<file path="src/hw/rtl/assert_macros.svh">
// Assertion macros used by the top-level RTL file.
`ifndef ASSERT_MACROS_SVH
`define ASSERT_MACROS_SVH
`ifndef SYNTHESIS
// Check a condition at every clock edge outside reset.
`define ASSERT_ALWAYS(label, clk, rst, cond) \
   label: assert property (@(posedge clk) disable iff (rst) (cond)) \
      else $error("assertion failed: invariant violated");
// Check that a consequence holds in the same cycle as its antecedent.
`define ASSERT_IMPLIES(label, clk, rst, ante, cons) \
   label: assert property (@(posedge clk) disable iff (rst) (ante) |-> (cons)) \
      else $error("assertion failed: implication violated");
`else
`define ASSERT_ALWAYS(label, clk, rst, cond)
`define ASSERT_IMPLIES(label, clk, rst, ante, cons)
`endif
`endif

</file>
<file path="src/hw/rtl/mcsrb_pkg.sv">
// Shared types, constants and helper functions of the serial ring buffers.
package mcsrb_pkg;

   localparam int RING_DEPTH   = 256;
   localparam int NUM_CHANNELS = 4;

   localparam int PTR_W      = $clog2(RING_DEPTH);
   localparam int CH_W       = 2;
   localparam int BYTE_W     = 8;
   localparam int CMD_W      = 2;
   localparam int SIZE_W     = 9;
   localparam int CHAN_EN_W  = 4;
   localparam int CSR_IDX_W  = 2;
   localparam int CSR_DATA_W = 9;

   // ring select is {transmit, channel}
   localparam int RING_SEL_W = 1 + CH_W;
   localparam int RING_COUNT = 2 ** RING_SEL_W;
   localparam int MEM_AW     = RING_SEL_W + PTR_W;
   localparam int MEM_DEPTH  = 2 ** MEM_AW;

   localparam int QUEUE_DEPTH = 2;
   localparam int QIDX_W      = $clog2(QUEUE_DEPTH);
   localparam int QCNT_W      = QIDX_W + 1;

   localparam logic [CMD_W-1:0] CMD_PUSH_RX = 2'd0;
   localparam logic [CMD_W-1:0] CMD_POP_RX  = 2'd1;
   localparam logic [CMD_W-1:0] CMD_PUSH_TX = 2'd2;
   localparam logic [CMD_W-1:0] CMD_POP_TX  = 2'd3;

   localparam logic [CSR_IDX_W-1:0] CSR_RX_SIZE = 2'd0;
   localparam logic [CSR_IDX_W-1:0] CSR_TX_SIZE = 2'd1;
   localparam logic [CSR_IDX_W-1:0] CSR_CHAN_EN = 2'd2;

   localparam logic [SIZE_W-1:0] SIZE_RESET = 9'd256;

   typedef struct packed {
      logic [CMD_W-1:0]  cmd;
      logic [CH_W-1:0]   channel;
      logic [BYTE_W-1:0] data_byte;
   } req_type;

   typedef struct packed {
      logic [BYTE_W-1:0] read_data;
      logic              was_empty;
      logic              overflow;
      logic              rejected;
   } rsp_type;

   // classified request as it waits for the back end
   typedef struct packed {
      logic              rejected;
      logic              is_push;
      logic              is_tx;
      logic [CH_W-1:0]   channel;
      logic [BYTE_W-1:0] data_byte;
   } work_type;

   typedef struct packed {
      logic     valid;
      work_type work;
   } cmdq_type;

   // Clamp a size register into 1..RING_DEPTH.
   function automatic logic [PTR_W:0] eff_size(input logic [SIZE_W-1:0] size);
      logic [PTR_W:0] r;
      if (size == '0) begin
         r = (PTR_W+1)'(1);
      end else if (int'(size) > RING_DEPTH) begin
         r = (PTR_W+1)'(RING_DEPTH);
      end else begin
         r = (PTR_W+1)'(size);
      end
      return r;
   endfunction

   // Step a pointer, wrapping to zero at or beyond the ring size.
   function automatic logic [PTR_W-1:0] ptr_advance(input logic [PTR_W-1:0] ptr,
                                                    input logic [PTR_W:0]   esize);
      logic [PTR_W:0] nxt;
      nxt = {1'b0, ptr} + (PTR_W+1)'(1);
      if (nxt >= esize) begin
         return '0;
      end
      return nxt[PTR_W-1:0];
   endfunction

endpackage

</file>
<file path="src/hw/rtl/mcsrb_front.sv">
// Front end: accepts requests, classifies them and queues them for the back end.
module mcsrb_front (
   input  logic                                clock,
   input  logic                                reset,
   input  logic                                req_push,
   input  mcsrb_pkg::req_type                  req_data,
   output logic                                req_full,
   input  logic [mcsrb_pkg::CHAN_EN_W-1:0]     chan_en,
   output mcsrb_pkg::cmdq_type                 head,
   input  logic                                take
);
   import mcsrb_pkg::*;

   work_type          entry_ff [QUEUE_DEPTH];
   logic [QIDX_W-1:0] wr_idx_ff, wr_idx_in;
   logic [QIDX_W-1:0] rd_idx_ff, rd_idx_in;
   logic [QCNT_W-1:0] count_ff, count_in;
   work_type          cls;
   logic              push_fire;
   logic              pop_fire;

   always_comb begin
      cls.rejected  = (int'(req_data.channel) >= NUM_CHANNELS) || !chan_en[req_data.channel];
      cls.is_push   = (req_data.cmd == CMD_PUSH_RX) || (req_data.cmd == CMD_PUSH_TX);
      cls.is_tx     = (req_data.cmd == CMD_PUSH_TX) || (req_data.cmd == CMD_POP_TX);
      cls.channel   = req_data.channel;
      cls.data_byte = req_data.data_byte;
   end

   assign req_full  = (count_ff == QCNT_W'(QUEUE_DEPTH));
   assign push_fire = req_push && !req_full;
   assign pop_fire  = take && (count_ff != '0);

   assign wr_idx_in = push_fire ? wr_idx_ff + QIDX_W'(1) : wr_idx_ff;
   assign rd_idx_in = pop_fire ? rd_idx_ff + QIDX_W'(1) : rd_idx_ff;
   assign count_in  = count_ff + QCNT_W'(push_fire) - QCNT_W'(pop_fire);

   always_ff @(posedge clock) begin
      if (reset) begin
         wr_idx_ff <= '0;
         rd_idx_ff <= '0;
         count_ff  <= '0;
      end else begin
         wr_idx_ff <= wr_idx_in;
         rd_idx_ff <= rd_idx_in;
         count_ff  <= count_in;
      end
   end

   always_ff @(posedge clock) begin
      if (push_fire) begin
         entry_ff[wr_idx_ff] <= cls;
      end
   end

   assign head.valid = (count_ff != '0);
   assign head.work  = entry_ff[rd_idx_ff];

endmodule

</file>
<file path="config.mk">
export PLATFORM = sky130hd
export DESIGN_NAME = mcsrb_front
export DESIGN_NICKNAME = d
export VERILOG_FILES = /design/src/hw/rtl/assert_macros.svh /design/src/hw/rtl/mcsrb_pkg.sv /design/src/hw/rtl/mcsrb_front.sv
export SDC_FILE = /design/constraint.sdc
export NUM_CORES = 1
export LEC_CHECK = 0
export ABC_AREA = 1
export BUFFER_PORTS_ARGS = -buffer_cell sky130_fd_sc_hd__buf_2
export CORE_ASPECT_RATIO = 1.25
export CORE_MARGIN = 5
export CORE_UTILIZATION = 33
export CTS_CLUSTER_SIZE = 30
export DETAILED_ROUTE_END_ITERATION = 12
export PLACE_DENSITY_LB_ADDON = 0.3
export SYNTH_ARGS = -nofsm -noshare
export SYNTH_HDL_FRONTEND = slang
export SYNTH_SLANG_ARGS = --single-unit
</file>
<file path="constraint.sdc">
create_clock -name clock -period 5.5 [get_ports clock]
set_clock_uncertainty 0.2 [all_clocks]
set_input_delay 0.825 -clock clock [delete_from_list [all_inputs] [get_ports clock]]
set_output_delay 0.825 -clock clock [all_outputs]
set_load 0.02 [all_outputs]
</file>
==> flow_summary.yaml <==
routing:
  first_iter_violations: 17
  drtPass1Iterations: 4
  routed_wl_mm: 2.074
  antenna_left: 0
  vias: 764
  post_drt_via_cell_ratio: 4.521
  drc: 0
  routedWlPerCell_um: 12.27
timing:
  post-route-period-util_pct: 48.56
  rsz0062_at_grt: "no"
  tns_ns: 0
  setup_violations: 0
  finalCriticalPeriod_ns: 2.671
  tightest_slew_ns: 1.114
  max_freq_mhz: 374.4
  finalMaxSlewViolations: 0
  hold_viol: 0
  max_slew_margin_pct: 25.45
critical_path:
  rr_startpoint: "count_ff[0]"
  endpoint_kind: "primary output"
  arrival_ns: 1.65
  crit_slowest_cell: "dfxtp_1"
  crit_fanout: 13
  crit_type: "flip-flop to primary output"
  critPathLaunchType: "flip-flop"
  critPathRequiredTime_ns: 4.47
  crit_chain: "mux2_2 > buf_2"
  slowest_delay_ns: 0.80
synth:
  synthDistinctLibCells: 12
  postSynthAreaPerCell_um2: 14.24
  synth_warnings: 0
  synth_fa_ha_area_share_pct: 1.974
  syn_inst: 89
  synth-simple-area-share_pct: 8.095
  synth_xor_area_share_pct: 0
  synth_compound_area_share_pct: 1.185
  synth-seq-cells: 31
  syn_area_um2: 1267
  syn-num-nets: 111
  muxShareOfSynthArea_pct: 14.51
  synth_top_family_by_area: "multiplexers"
  yosysSeqAreaShare_pct: 69.50
placement:
  place_inst: 161
  routabilityCongestion: 0.6141
  place_area_um2: 1473
  dp_hpwl_mm: 1.525
  io_buffers: 34
global_routing:
  antenna_found_initial: 0
  grtUsageMet2_pct: 15.30
  grt_max_degree: 14
  grt-ovfl-total: 0
  globalRouteMet3Util_pct: 4.526
  grt_first_pass_wirelength_mm: 3.588
  grt_pass1_vias: 837
  busiest_layer: "met2"
  grt.total_usage_pct: 9.353
  grt_use_met1_pct: 10.05
power_and_ir_drop:
  leakagePower_nw: 0.6816
  total_power_mw: 0.7101
  ir_drop_uv: 205.1
  p_per_area_nw_per_um2: 457.3
clock_tree:
  clkTransAtPathRegs_ns: 0.06
  clockBufferDepth: 2
  cts_setup_buffers: 0
  cts_inserted_buffers: 5
  clock-sinks: 31
  clock-root-buffer: "clkbuf_8"
  cts-htree-levels: 2
  cts_resized: 0
  cts_tree: "built"
  clock_latency_ns: 0.27
  holdBufCountCts: 0
layout:
  seq_area_um2: 880.8
  antenna_cells: 0
  multi_input_area_um2: 326.6
  layout-drive-gt1-share_pct: 40.31
  nets: 150
  fillers: 375
  fin_area_um2: 1553
  area_delta_synth_final_pct: 22.51
  final_util_pct: 41.37
  stdcell_count: 169
job:
  drv_cap: 0
status:
  status: "finished, final reports clean"
floorplanning:
  start_util_pct: 33.77
  rows: 25
  fp.dieArea_um2: 5188
  die_h_um: 79.29
  core_um2: 3754
  io_pins: 35
  die_x_um: 65.43
min_path:
  hold_class: "flip-flop to flip-flop"
  hold_path_startpoint: "rd_idx_ff"
## per-layer routing
metal  up-vias  wire length (um)
li1        380                 -
met1       354               852
met2        28              1042
met3         2               163
met4         0                15
met5         -                 0
## cell families (layout without fill, tap and decap cells)
family / Yosys count / after routing
multiplexers: 13 / 13
buffers and inverters: 14 / 54
flip-flops: 31 / 31
AND/OR/NAND/NOR: 26 / 26
adder cells (fa/ha/maj): 2 / 2
AO/OA/AOI/OAI: 3 / 3
## critical path, delay by kind of cell, from the launching register on
kind / cells / cell delay (ns)
buffers and inverters: 1 / 0.16
multiplexers: 1 / 0.42
flip-flops: 1 / 0.80
## flip-flops by register name (all words and copies together), names as in the netlist, named ones only
signal,cells
rd_idx_ff,1
entry_ff,26
wr_idx_ff,1
count_ff,2
## synthesized netlist by cell type
cell      count  share of area, %
a21oi_1       3               1.2
buf_6         1              0.89
clkbuf_1      1              0.30
dfxtp_1       5               7.9
edfxtp_1     26                62
ha_1          2               2.0
inv_1        12               3.6
mux2_2        3               2.7
mux2_4       10                12
nand2_1      13               3.9
nand3_1       4               1.6
nor2_1        9               2.7
## cell usage in the layout, fill, tap and decap left out
cell / count
dfxtp_1: 5
mux2_4: 10
nor2_1: 9
nand3_1: 4
edfxtp_1: 26
ha_1: 2
nand2_1: 13
buf_2: 34
a21oi_1: 3
clkbuf_1: 3
clkbuf_8: 5
mux2_2: 3
inv_1: 12
## power by group
part	switching [mW]	total, mW	internal (mW)	leakage, nW
Sequential	0.0272	0.329	0.302	0.284
Clock	0.0730	0.163	0.0896	0.0395
Combinational	0.123	0.218	0.0955	0.358
Total	0.223	0.710	0.487	0.682
## final cells by class
type / count / area share, %
flip-flops and latches: 31 / 56.73
clock buffers: 8 / 5.157
repair buffers: 34 / 10.96
well taps: 40 / 3.223
multi-input cells: 44 / 21.03
inverters: 12 / 2.901
## path summary, 6_finish.rpt
check	to	slack (ns)	cells past startpoint
min	rd_idx_ff	0.30	2
max	head[8]	2.83	2
max reg2reg	entry_ff[0][0]	3.45	4
min reg2reg	rd_idx_ff	0.30	2
## through the flow
step | hold WS [ns] | setup slack (ns)
floorplan | 0.2675 | 3.455
global placement | 0.2892 | 3.078
detailed placement | 0.2956 | 3.027
CTS | 0.3147 | 2.778
global route | 0.3489 | 2.703
finish | 0.3047 | 2.829
Power figures use the tool's default switching activity.
